$ cat config.mk
export PLATFORM = sky130hd
export DESIGN_NAME = sm4_cbc_block_cipher
export DESIGN_NICKNAME = d
export VERILOG_FILES = /design/src/rtl/sm4cbc_pkg.sv /design/src/rtl/sm4_cbc_block_cipher.sv
export SDC_FILE = /design/constraint.sdc
export NUM_CORES = 2
export LEC_CHECK = 0
export BUFFER_PORTS_ARGS = -buffer_cell sky130_fd_sc_hd__buf_2
export CAP_MARGIN = 5
export CORE_UTILIZATION = 31
export DETAILED_ROUTE_END_ITERATION = 7
export SLEW_MARGIN = 20
export SYNTH_ARGS = -nofsm -noshare
export SYNTH_HDL_FRONTEND = slang
export SYNTH_SLANG_ARGS = --single-unit
$ cat constraint.sdc
create_clock -name clk_i -period 11.7 [get_ports clk_i]
set_input_delay 0.585 -clock clk_i [delete_from_list [all_inputs] [get_ports clk_i]]
set_output_delay 0.585 -clock clk_i [all_outputs]
set_load 0.01 [all_outputs]
$ cat src/rtl/sm4cbc_pkg.sv
// shared constants and round functions for the sm4 cbc cipher
package sm4cbc_pkg;

  localparam int RoundCount = 32;
  localparam int RndW       = $clog2(RoundCount);
  localparam int BlkW       = 128;
  localparam int HalfW      = 64;
  localparam int WordW      = 32;
  localparam int CfgIdxW    = 3;

  localparam logic [CfgIdxW-1:0] CFG_KEY_HIGH     = 3'd0;
  localparam logic [CfgIdxW-1:0] CFG_KEY_LOW      = 3'd1;
  localparam logic [CfgIdxW-1:0] CFG_IV_HIGH      = 3'd2;
  localparam logic [CfgIdxW-1:0] CFG_IV_LOW       = 3'd3;
  localparam logic [CfgIdxW-1:0] CFG_DECRYPT_MODE = 3'd4;

  localparam logic [WordW-1:0] FK0 = 32'ha3b1bac6;
  localparam logic [WordW-1:0] FK1 = 32'h56aa3350;
  localparam logic [WordW-1:0] FK2 = 32'h677d9197;
  localparam logic [WordW-1:0] FK3 = 32'hb27022dc;

  localparam logic [7:0] SBOX [256] = '{
    8'hD6, 8'h90, 8'hE9, 8'hFE, 8'hCC, 8'hE1, 8'h3D, 8'hB7, 8'h16, 8'hB6, 8'h14, 8'hC2,
    8'h28, 8'hFB, 8'h2C, 8'h05, 8'h2B, 8'h67, 8'h9A, 8'h76, 8'h2A, 8'hBE, 8'h04, 8'hC3,
    8'hAA, 8'h44, 8'h13, 8'h26, 8'h49, 8'h86, 8'h06, 8'h99, 8'h9C, 8'h42, 8'h50, 8'hF4,
    8'h91, 8'hEF, 8'h98, 8'h7A, 8'h33, 8'h54, 8'h0B, 8'h43, 8'hED, 8'hCF, 8'hAC, 8'h62,
    8'hE4, 8'hB3, 8'h1C, 8'hA9, 8'hC9, 8'h08, 8'hE8, 8'h95, 8'h80, 8'hDF, 8'h94, 8'hFA,
    8'h75, 8'h8F, 8'h3F, 8'hA6, 8'h47, 8'h07, 8'hA7, 8'hFC, 8'hF3, 8'h73, 8'h17, 8'hBA,
    8'h83, 8'h59, 8'h3C, 8'h19, 8'hE6, 8'h85, 8'h4F, 8'hA8, 8'h68, 8'h6B, 8'h81, 8'hB2,
    8'h71, 8'h64, 8'hDA, 8'h8B, 8'hF8, 8'hEB, 8'h0F, 8'h4B, 8'h70, 8'h56, 8'h9D, 8'h35,
    8'h1E, 8'h24, 8'h0E, 8'h5E, 8'h63, 8'h58, 8'hD1, 8'hA2, 8'h25, 8'h22, 8'h7C, 8'h3B,
    8'h01, 8'h21, 8'h78, 8'h87, 8'hD4, 8'h00, 8'h46, 8'h57, 8'h9F, 8'hD3, 8'h27, 8'h52,
    8'h4C, 8'h36, 8'h02, 8'hE7, 8'hA0, 8'hC4, 8'hC8, 8'h9E, 8'hEA, 8'hBF, 8'h8A, 8'hD2,
    8'h40, 8'hC7, 8'h38, 8'hB5, 8'hA3, 8'hF7, 8'hF2, 8'hCE, 8'hF9, 8'h61, 8'h15, 8'hA1,
    8'hE0, 8'hAE, 8'h5D, 8'hA4, 8'h9B, 8'h34, 8'h1A, 8'h55, 8'hAD, 8'h93, 8'h32, 8'h30,
    8'hF5, 8'h8C, 8'hB1, 8'hE3, 8'h1D, 8'hF6, 8'hE2, 8'h2E, 8'h82, 8'h66, 8'hCA, 8'h60,
    8'hC0, 8'h29, 8'h23, 8'hAB, 8'h0D, 8'h53, 8'h4E, 8'h6F, 8'hD5, 8'hDB, 8'h37, 8'h45,
    8'hDE, 8'hFD, 8'h8E, 8'h2F, 8'h03, 8'hFF, 8'h6A, 8'h72, 8'h6D, 8'h6C, 8'h5B, 8'h51,
    8'h8D, 8'h1B, 8'hAF, 8'h92, 8'hBB, 8'hDD, 8'hBC, 8'h7F, 8'h11, 8'hD9, 8'h5C, 8'h41,
    8'h1F, 8'h10, 8'h5A, 8'hD8, 8'h0A, 8'hC1, 8'h31, 8'h88, 8'hA5, 8'hCD, 8'h7B, 8'hBD,
    8'h2D, 8'h74, 8'hD0, 8'h12, 8'hB8, 8'hE5, 8'hB4, 8'hB0, 8'h89, 8'h69, 8'h97, 8'h4A,
    8'h0C, 8'h96, 8'h77, 8'h7E, 8'h65, 8'hB9, 8'hF1, 8'h09, 8'hC5, 8'h6E, 8'hC6, 8'h84,
    8'h18, 8'hF0, 8'h7D, 8'hEC, 8'h3A, 8'hDC, 8'h4D, 8'h20, 8'h79, 8'hEE, 8'h5F, 8'h3E,
    8'hD7, 8'hCB, 8'h39, 8'h48
  };

  function automatic logic [WordW-1:0] rotl(input logic [WordW-1:0] b, input int n);
    return (b << n) | (b >> (WordW - n));
  endfunction

  function automatic logic [WordW-1:0] tau(input logic [WordW-1:0] x);
    return {SBOX[x[31:24]], SBOX[x[23:16]], SBOX[x[15:8]], SBOX[x[7:0]]};
  endfunction

  // byte j of ck word i is (4*i + j) * 7 mod 256, byte 0 on top
  function automatic logic [WordW-1:0] ck_word(input logic [RndW-1:0] i);
    logic [WordW-1:0] w;
    logic [7:0]       b;
    w = '0;
    for (int j = 0; j < 4; j++) begin
      b = 8'({1'b0, i, 2'(j)} * 8'd7);
      w = {w[23:0], b};
    end
    return w;
  endfunction

endpackage

$ cat src/rtl/sm4_cbc_block_cipher.sv
// sm4 cbc block cipher with a shared round unit for key schedule and data rounds
//
// channel   dir  handshake                    payload
// s_axis    in   s_axis_tvalid/s_axis_tready  tdata: block_high, block_low; tuser: first_block
// m_axis    out  m_axis_tvalid/m_axis_tready  tdata: out_high, out_low
// cfg       in   cfg_we_i                     cfg_idx_i, cfg_data_i
//
// each block runs accept, then 32 rounds of the shared t unit, then the finish step
// after reset and after each key write the key schedule loads the key and runs 32 rounds, s_axis_tready low
// the finish cycle waits while the previous result word is still held on m_axis
// reset clears key, iv, mode and chain value to zero
module sm4_cbc_block_cipher
  import sm4cbc_pkg::*;
(
  input  logic                clk_i,
  input  logic                rst_ni,
  input  logic                cfg_we_i,
  input  logic [CfgIdxW-1:0]  cfg_idx_i,
  input  logic [HalfW-1:0]    cfg_data_i,
  input  logic                s_axis_tvalid,
  output logic                s_axis_tready,
  input  logic [BlkW-1:0]     s_axis_tdata,   // block_high, block_low
  input  logic                s_axis_tuser,   // first_block
  output logic                m_axis_tvalid,
  input  logic                m_axis_tready,
  output logic [BlkW-1:0]     m_axis_tdata    // out_high, out_low
);

  localparam logic [2:0] ST_KLOAD = 3'd0;
  localparam logic [2:0] ST_KEXP  = 3'd1;
  localparam logic [2:0] ST_IDLE  = 3'd2;
  localparam logic [2:0] ST_RUN   = 3'd3;
  localparam logic [2:0] ST_FIN   = 3'd4;

  logic [2:0]       state_q, state_d;
  logic [RndW-1:0]  cnt_q, cnt_d;
  logic [HalfW-1:0] key_hi_q, key_lo_q, iv_hi_q, iv_lo_q;
  logic             dec_q, dir_q;
  logic [BlkW-1:0]  chain_q, xor_q, res_q;
  logic             m_valid_q;
  logic [WordW-1:0] w_q [4];
  logic [WordW-1:0] rk_q [RoundCount];

  logic             key_wr, accept, fin_go;
  logic [BlkW-1:0]  in_blk, chain_src, fin_blk;
  logic [WordW-1:0] rk_sel, t_in, t_sb, t_lin, new_word;
  logic [RndW-1:0]  rk_idx;

  assign key_wr = cfg_we_i && (cfg_idx_i == CFG_KEY_HIGH || cfg_idx_i == CFG_KEY_LOW);
  assign s_axis_tready = (state_q == ST_IDLE) && !key_wr;
  assign accept = s_axis_tvalid && s_axis_tready;
  assign in_blk = {s_axis_tdata[HalfW-1:0], s_axis_tdata[BlkW-1:HalfW]};
  assign chain_src = s_axis_tuser ? {iv_hi_q, iv_lo_q} : chain_q;
  assign fin_blk = {w_q[3], w_q[2], w_q[1], w_q[0]} ^ xor_q;
  assign fin_go = (state_q == ST_FIN) && (!m_valid_q || m_axis_tready);

  // shared round unit
  assign rk_idx = dir_q ? ~cnt_q : cnt_q;
  assign rk_sel = (state_q == ST_KEXP) ? ck_word(cnt_q) : rk_q[rk_idx];
  assign t_in   = w_q[1] ^ w_q[2] ^ w_q[3] ^ rk_sel;
  assign t_sb   = tau(t_in);
  always_comb begin
    if (state_q == ST_KEXP) begin
      t_lin = t_sb ^ rotl(t_sb, 13) ^ rotl(t_sb, 23);
    end else begin
      t_lin = t_sb ^ rotl(t_sb, 2) ^ rotl(t_sb, 10) ^ rotl(t_sb, 18) ^ rotl(t_sb, 24);
    end
  end
  assign new_word = w_q[0] ^ t_lin;

  always_comb begin
    state_d = state_q;
    cnt_d   = cnt_q;
    if (key_wr) begin
      state_d = ST_KLOAD;
    end else begin
      unique case (state_q)
        ST_KLOAD: begin
          state_d = ST_KEXP;
          cnt_d   = '0;
        end
        ST_KEXP: begin
          cnt_d = cnt_q + 1'b1;
          if (&cnt_q) state_d = ST_IDLE;
        end
        ST_IDLE: begin
          if (accept) begin
            state_d = ST_RUN;
            cnt_d   = '0;
          end
        end
        ST_RUN: begin
          cnt_d = cnt_q + 1'b1;
          if (&cnt_q) state_d = ST_FIN;
        end
        ST_FIN: begin
          if (fin_go) state_d = ST_IDLE;
        end
        default: state_d = ST_KLOAD;
      endcase
    end
  end

  always_ff @(posedge clk_i or negedge rst_ni) begin
    if (!rst_ni) begin
      state_q   <= ST_KLOAD;
      cnt_q     <= '0;
      key_hi_q  <= '0;
      key_lo_q  <= '0;
      iv_hi_q   <= '0;
      iv_lo_q   <= '0;
      dec_q     <= 1'b0;
      chain_q   <= '0;
      m_valid_q <= 1'b0;
    end else begin
      state_q <= state_d;
      cnt_q   <= cnt_d;
      if (cfg_we_i) begin
        unique case (cfg_idx_i)
          CFG_KEY_HIGH:     key_hi_q <= cfg_data_i;
          CFG_KEY_LOW:      key_lo_q <= cfg_data_i;
          CFG_IV_HIGH:      iv_hi_q  <= cfg_data_i;
          CFG_IV_LOW:       iv_lo_q  <= cfg_data_i;
          CFG_DECRYPT_MODE: dec_q    <= cfg_data_i[0];
          default: ;
        endcase
      end
      if (accept && dec_q) begin
        chain_q <= in_blk;
      end else if (fin_go && !dir_q) begin
        chain_q <= fin_blk;
      end
      if (fin_go) begin
        m_valid_q <= 1'b1;
      end else if (m_axis_tready) begin
        m_valid_q <= 1'b0;
      end
    end
  end

  always_ff @(posedge clk_i) begin
    if (fin_go) res_q <= fin_blk;
    if (state_q == ST_KEXP && !key_wr) rk_q[cnt_q] <= new_word;
    if (key_wr) begin
      w_q <= w_q;
    end else if (state_q == ST_KLOAD) begin
      w_q[0] <= key_hi_q[63:32] ^ FK0;
      w_q[1] <= key_hi_q[31:0]  ^ FK1;
      w_q[2] <= key_lo_q[63:32] ^ FK2;
      w_q[3] <= key_lo_q[31:0]  ^ FK3;
    end else if (accept) begin
      dir_q <= dec_q;
      if (dec_q) begin
        {w_q[0], w_q[1], w_q[2], w_q[3]} <= in_blk;
        xor_q <= chain_src;
      end else begin
        {w_q[0], w_q[1], w_q[2], w_q[3]} <= in_blk ^ chain_src;
        xor_q <= '0;
      end
    end else if (state_q == ST_KEXP || state_q == ST_RUN) begin
      w_q[0] <= w_q[1];
      w_q[1] <= w_q[2];
      w_q[2] <= w_q[3];
      w_q[3] <= new_word;
    end
  end

  assign m_axis_tvalid = m_valid_q;
  assign m_axis_tdata  = {res_q[HalfW-1:0], res_q[BlkW-1:HalfW]};

  a_accept_starts_run: assert property (@(posedge clk_i) disable iff (!rst_ni)
    accept |=> state_q == ST_RUN && cnt_q == '0)
    else $error("accepted word did not start the rounds");

  a_key_write_reloads: assert property (@(posedge clk_i) disable iff (!rst_ni)
    key_wr |=> state_q == ST_KLOAD)
    else $error("key write did not restart the key schedule");

  a_valid_from_finish: assert property (@(posedge clk_i) disable iff (!rst_ni)
    $rose(m_valid_q) |-> $past(state_q) == ST_FIN)
    else $error("result shown without a finished block");

  a_run_ends_in_finish: assert property (@(posedge clk_i) disable iff (!rst_ni)
    state_q == ST_RUN && (&cnt_q) && !key_wr |=> state_q == ST_FIN)
    else $error("last round did not lead to finish");

endmodule
Word-level counts from Yosys, hierarchy flattened
Memories as Yosys holds them, arrays and structs flattened.
Cells that the tools add are included.
{ "word_totals": {"regBits": 779, "mem_bits_rw": 1024, "mem_bits_ro": 8192, "in_bits": 201, "out_inout_bits": 130, "word_cells": 132, "n_memories": 5} }
{ "mem_list": {"columns": ["name", "depth", "word_bits", "read_ports", "rd_ports_with_merged_regs", "write_ports", "line", "text"], "rows": [
  ["(no name shown)", 256, 8, 1, 0, 0, "sm4cbc_pkg.sv:52", "return {SBOX[x[31:24]], SBOX[x[23:16]], SBOX[x[15:8]], SBOX[x[7:0]]};"],
  ["(no name shown)", 256, 8, 1, 0, 0, "sm4cbc_pkg.sv:52", null],
  ["(no name shown)", 256, 8, 1, 0, 0, "sm4cbc_pkg.sv:52", null],
  ["(no name shown)", 256, 8, 1, 0, 0, "sm4cbc_pkg.sv:52", null],
  ["rk_q", 32, 32, 1, 0, 1, "sm4_cbc_block_cipher.sv:42", "logic [WordW-1:0] rk_q [RoundCount];"]
]} }
{ "classes": {"add_sub_neg": 1, "multipliers": 4, "n_lt_le_gt_ge": 4, "n_eq_ne": 13, "n_mux": 30, "bitwise": 29, "n_reduce_logical": 30} }
{ "op_table": {"columns": ["cell", "count"], "rows": [
  ["$mux 128", 7],
  ["$xor 32x32->32", 10],
  ["$xor 128x128->128", 2],
  ["$mux 32", 2],
  ["$mux 8", 8],
  ["$ge 9x9->1 const B", 4],
  ["$not 8->9", 4],
  ["$or 32x10->32", 1],
  ["$or 32x13->32", 1],
  ["$or 32x18->32", 1],
  ["$or 32x2->32", 1],
  ["$or 32x23->32", 1],
  ["$or 32x24->32", 1],
  ["$not 14->14", 2],
  ["$not 19->19", 1],
  ["$not 17->17", 1],
  ["$mul 7x3->8 const B", 2],
  ["$mux 3", 5],
  ["$pmux 3 s5", 1],
  ["$pmux 5 s3", 1],
  ["$eq 3x2->1 const B", 4],
  ["$ne 3x3->1 const B", 4],
  ["$reduce_and 2->1", 6],
  ["$mux 5", 2],
  ["19 further kinds", 39]
]} }

Logic depth before layout (Yosys ltp)
An unclocked memory read counts as a cell.
{ "logic_depth": {"ltp_word": 19, "ltp_mapped": 33, "depth_no_buf": 21} }

Worst setup path before layout
Ideal clock, no wire load.
{ "synth_path": {"kind": "register -> register", "from": "register cnt_q[0]", "to": "memory rk_q[0][25] (data pin)", "setup_time_ns": 0.445, "arrival_time_ns": 7.171, "required_time_ns": 11.255, "slack_ns": 4.085, "stages_incl_launch_ff": 32, "n_path_buf": 14, "synth_period_minus_slack_ns": 7.615, "path_cell_list": "dfrtp_1 -> buf_6 -> buf_12 -> buf_12 -> buf_8 -> buf_8 -> buf_8 -> buf_6 -> buf_8 -> buf_6 -> inv_1 -> ha_1 -> xnor2_1 -> and2_1 -> or3_1 -> a31oi_1 -> o31a_1 -> buf_2 -> or2_2 -> buf_2 -> buf_2 -> buf_2 -> buf_2 -> a21oi_1 -> a2111oi_0 -> a211oi_1 -> o2111ai_2 -> xor2_1 -> xnor2_1 -> xor2_1 -> and3_1 -> nor3_1"} }
{ "synth_via": {"elab_chain_len": 16, "word_cells_on_any_way": 39, "classes_between": "mul (4); mux (11); bitwise (19); memory (5)"} }
{ "synth_lines": {"columns": ["element", "line", "text"], "rows": [
  ["from (decl)", "sm4_cbc_block_cipher.sv:36", "logic [RndW-1:0] cnt_q, cnt_d;"],
  ["from (signal assigned)", "sm4_cbc_block_cipher.sv:117", "cnt_q <= cnt_d;"],
  ["parallel branches: the longest is 3 deep, another holds $mul 7x3->8", null, null],
  ["$mux 32 *", "sm4_cbc_block_cipher.sv:59", "assign rk_sel = (state_q == ST_KEXP) ? ck_word(cnt_q) : rk_q[rk_idx];"],
  ["$xor 32x32->32 *", "sm4_cbc_block_cipher.sv:60", "assign t_in = w_q[1] ^ w_q[2] ^ w_q[3] ^ rk_sel;"],
  ["$not 8->9 (implied by the code)", "sm4cbc_pkg.sv:52", null],
  ["$mem_v2 256x8", null, null],
  ["$mux 8 (implied by the code) (2 in series)", "sm4cbc_pkg.sv:52", null],
  ["$or 32x2->32", "sm4cbc_pkg.sv:48", "return (b << n) | (b >> (WordW - n));"],
  ["$xor 32x32->32 (4 in series)", "sm4_cbc_block_cipher.sv:66", "t_lin = t_sb ^ rotl(t_sb, 2) ^ rotl(t_sb, 10) ^ rotl(t_sb, 18) ^ rotl(t_sb, 24);"],
  ["$mux 32 *", "sm4_cbc_block_cipher.sv:63", "if (state_q == ST_KEXP) begin"],
  ["$xor 32x32->32 *", "sm4_cbc_block_cipher.sv:69", "assign new_word = w_q[0] ^ t_lin;"],
  ["named net new_word[25]", "sm4_cbc_block_cipher.sv:46", "logic [WordW-1:0] rk_sel, t_in, t_sb, t_lin, new_word;"],
  ["to (decl)", "sm4_cbc_block_cipher.sv:42", null]
]} }
Mark *: on every way through the listed nets, which the timed path passes. The select of a mux whose other input is x is not followed.

Worst setup path after layout
{ "layout_path": {"from": "register cnt_q[0]", "to": "memory rk_q[16][2] (data pin)"} }
The elaborated chain is that of the path after synthesis.

==> results.txt <==
The run finished, with violations left. The checks that failed: design-rule violations. At the worst endpoint, the required time is 12.29 ns.

A synthesized cell averages 12.7 sq um. The length of routed wiring on met1 was 159000 um; the wire length on met3 was 48500 um. The tree is rooted in a clkbuf_16. For this block, the via count after detailed routing is 76200.

Number of buffers added on ports: 330. The number of stages on the worst hold path is 2. When the netlist entered floorplanning its net count stood at 8003.

The clock tree synthesis step divided the H-tree into 4 levels. For this block, the routed nets add up to 414000 um of wire. The worst hold path belongs to the class input port to flip-flop. The share of synthesized registers carrying an async set or reset was 21.9%; the maximum net fanout on the critical path was 49. After Yosys synthesis, XOR and XNOR cells account for 5.16% of the synthesized area. The adder-cell share of the synthesized area came out at 0.800%. Worst flop-to-flop path startpoint: cnt_q[0]. The tools report the cell total after placement as 11900. The die outline area came out at 319000 sq um.

Setup violations remaining at the end of the flow were counted as 0. The share of synthesized area in the top cell type comes to 43.1%. By area, the combinational part of the netlist is dominated by multiplexers. Counting cells, the worst reg-to-reg path comes to 20. Measured along the y axis, the die boundary spans 565 um.

The congestion estimate from routability-driven global placement came to 1.02. The logs give 12400 for the post-layout instance count excluding filler cells and 0 for the remaining number of nets flagged by the antenna check after routing. The synthesized design spends more area on one cell type than any other, namely edfxtp_1. The tools report the arrival time at the worst endpoint as 9.90 ns. The complex-gate fraction of the synthesized area was 13.0%. The initialized floorplan defines 206 standard-cell rows. After Yosys synthesis, and, or, nand and nor cells account for 7.69% of the synthesized area. Clock latency on the worst-skew pair, taken at its later pin, is 0.91 ns.

Total global routing track utilization: 25.1%. For this design, the sink count on the clock tree is 1803. Across all register-to-register paths, the minimum setup slack is 2.38 ns. TritonCTS built the clock tree. In this run the cell area of the synthesized design comes to 98200 sq um. The portion of synthesized area spent on multiplexers is 16.7%. For the TritonCTS buffer count, the log shows 195.

The clock period could shrink to 9.32 ns. Once the floorplan was initialized, standard cells occupied 31.2% of the core. End point of the most critical hold path: iv_lo_q[37].

In the synthesized netlist the dominant register cell turns out to be edfxtp_1. The final critical path takes up 79.6% of the cycle. Synthesis inferred 1803 register bits.

Summed over all nets, the half-perimeter wirelength after detailed placement is 274000 um. The floorplan step set the die width to 565 um. The worst setup path is captured at a flip-flop.

Cells fill 35.8% of the core in the end. The core region is 315000 sq um. The top achievable clock speed is 0.107 GHz. edfxtp_1 is the most common cell in the netlist.

The logs give 11000 for the count of routing violations after the opening detailed-route iteration and 331 for the number of top-level pins. The clock tree buffer depth is 4, and the routed length per instance is 33.3 um. The source of the critical timing path was cnt_q[0]. The initial antenna violation count was 47; the pin count of the biggest net entering global routing was 170. Yosys mapped the design onto 117 distinct sky130hd cell types. The share of the yosys chip area belonging to registers was 53.1%; the via count of the first global-routing pass was 73300. Dividing the detail-routed via count by the number of cells gives 6.14. In the final timing run, aggregate negative setup slack is 0 ns. The number of DRC violations after detailed routing was 1; the max-cap check violation count was 0. The uppermost layer routed is met5. The Yosys step of the flow raised 0 warnings. Synthesis handed over a netlist of 7744 instances.

The start-to-end type of the worst setup path is flip-flop to flip-flop. The final net count was 8332. Compared with the post-synthesis result, the final layout area differs by 15.0%. STA classifies the critical path startpoint as a flip-flop. For the max-slew violation count, the log shows 0. Sorting the synthesized cells by how often they occur yields edfxtp_1 (1409), nand2_1 (562), mux2i_1 (522), nor2_1 (507), o21ai_0 (441). The first-pass iteration count of the detailed router is 8, and the clock-pin slew reported for the worst setup and hold paths after clock tree synthesis is 0.06 ns.

In this run the most critical hold path is launched from cfg_data_i[37]. By area the synthesized netlist is led by edfxtp_1 (43%), dfrtp_1 (10%), mux4_2 (7.8%). Yosys mapped a number of flops with a built-in enable equal to 1409. The endpoint of the worst register-to-register path is rk_q[16][2]. For the pin with the worst max-slew slack, the measured transition is 1.19 ns. The first global-routing pass estimated 576000 um of wire. For the final database, setup skew stands at 0.104 ns. The worst slew margin relative to its limit came out at 20.8%. For this run the aggregate overflow at the end of global routing stands at 0. The share of post-route cells with drive strength above 1 was 21.4%. For the amount of wire on met2 after detailed routing, the log shows 181000 um. Setup repair after global routing left no endpoint under its margin. The run gives 0 as the final hold violation count.
==> critical path, cell delays in order (launching register included) <==
cell	delay [ns]
dfrtp_4	1.10
inv_1	0.51
ha_1	0.66
xnor2_1	0.18
a21oi_1	0.26
nand3_1	0.11
nor4_1	0.48
o31a_1	0.75
or2_2	0.81
nand2_1	0.43
a211o_1	0.36
a221oi_1	0.29
o41ai_1	0.15
o22ai_1	0.89
xor2_1	0.18
xnor2_1	0.24
xnor2_1	0.14
o21ai_0	0.13
buf_4	0.22
xnor2_2	0.47
buf_4	0.51
==> through the flow <==
step | worst slack (ns) | cell area [sq um] | hold slack [ns]
6_report | 2.38 | 113000 | 0.0307
5_1_grt | 2.10 | 113000 | 0.0276
4_1_cts | 2.48 | 113000 | 0.000470
3_5_place_dp | 2.62 | 105000 | 0.490
3_3_place_gp | 2.68 | 105000 | 0.483
2_1_floorplan | 4.08 | 98200 | 0.289
==> cells in the final DEF (no fill, tap or decap), types with 295 or more instances in the layout <==
cell,instances
a21oi_1,295
buf_2,328
dfrtp_1,389
mux2i_1,522
nor2_1,466
nand2_1,560
o21ai_0,439
mux4_2,341
mux2_2,295
edfxtp_1,1409
==> metal layers <==
| metal | GRT usage, % | vias up |
|---|---|---|
| li1 | - | 30700 |
| met4 | 12.5 | 30 |
| met1 | 33.2 | 39100 |
| met3 | 6.53 | 1056 |
| met2 | 38.1 | 5245 |
| met5 | 0 | - |
==> logic make-up (layout without fill, tap and decap cells) <==
family          Yosys count  count (layout)
flops                  1803            1803
simple gates           1639            1639
buf+inv                 684            1166
mux                    1165            1165
xor+xnor                563             563
other cells               0              24
compound gates         1832            1832
fa+ha+maj                58              58
==> area by class of cell <==
cell class / instances / area (sq um)
fill: 30400 / 202000
antenna: 24 / 60.1
multi-input combinational: 5257 / 43500
clock buffer: 261 / 5420
timing repair buffer: 765 / 5550
sequential: 1803 / 52200
clock inverter: 89 / 777
inverter: 51 / 211
tap: 4160 / 5200
==> sequential cells by signal, summed over array words and instances (netlist names) <==
name / flops
res_q: 128
iv_lo_q: 64
cnt_q: 5
xor_q: 128
key_lo_q: 64
key_hi_q: 64
chain_q: 128
dir_q: 1
rk_q: 1024
dec_q: 1
m_axis_tvalid: 1
iv_hi_q: 64
w_q: 128
state_q: 3
==> repair_timing <==
action | in CTS | in global routing
endpoints found under the hold margin | 274 | 0
resized for setup | 0 | 0
buffers inserted | 0 | 0
hold buffers | 140 | 0
==> worst max path at each step <==
stage	end	slack, ns	cells after the start
3_5_place_dp	rk_q[20][0]	2.62	21
6_report	rk_q[16][2]	2.38	20
4_1_cts	rk_q[14][0]	2.48	21
2_1_floorplan	rk_q[0][25]	4.08	31
5_1_grt	rk_q[20][2]	2.10	20
3_3_place_gp	rk_q[20][0]	2.68	21
Power is left out: the tool's default activity adds up to more than one toggle a clock period on the data nets, which glitch-free logic cannot reach.
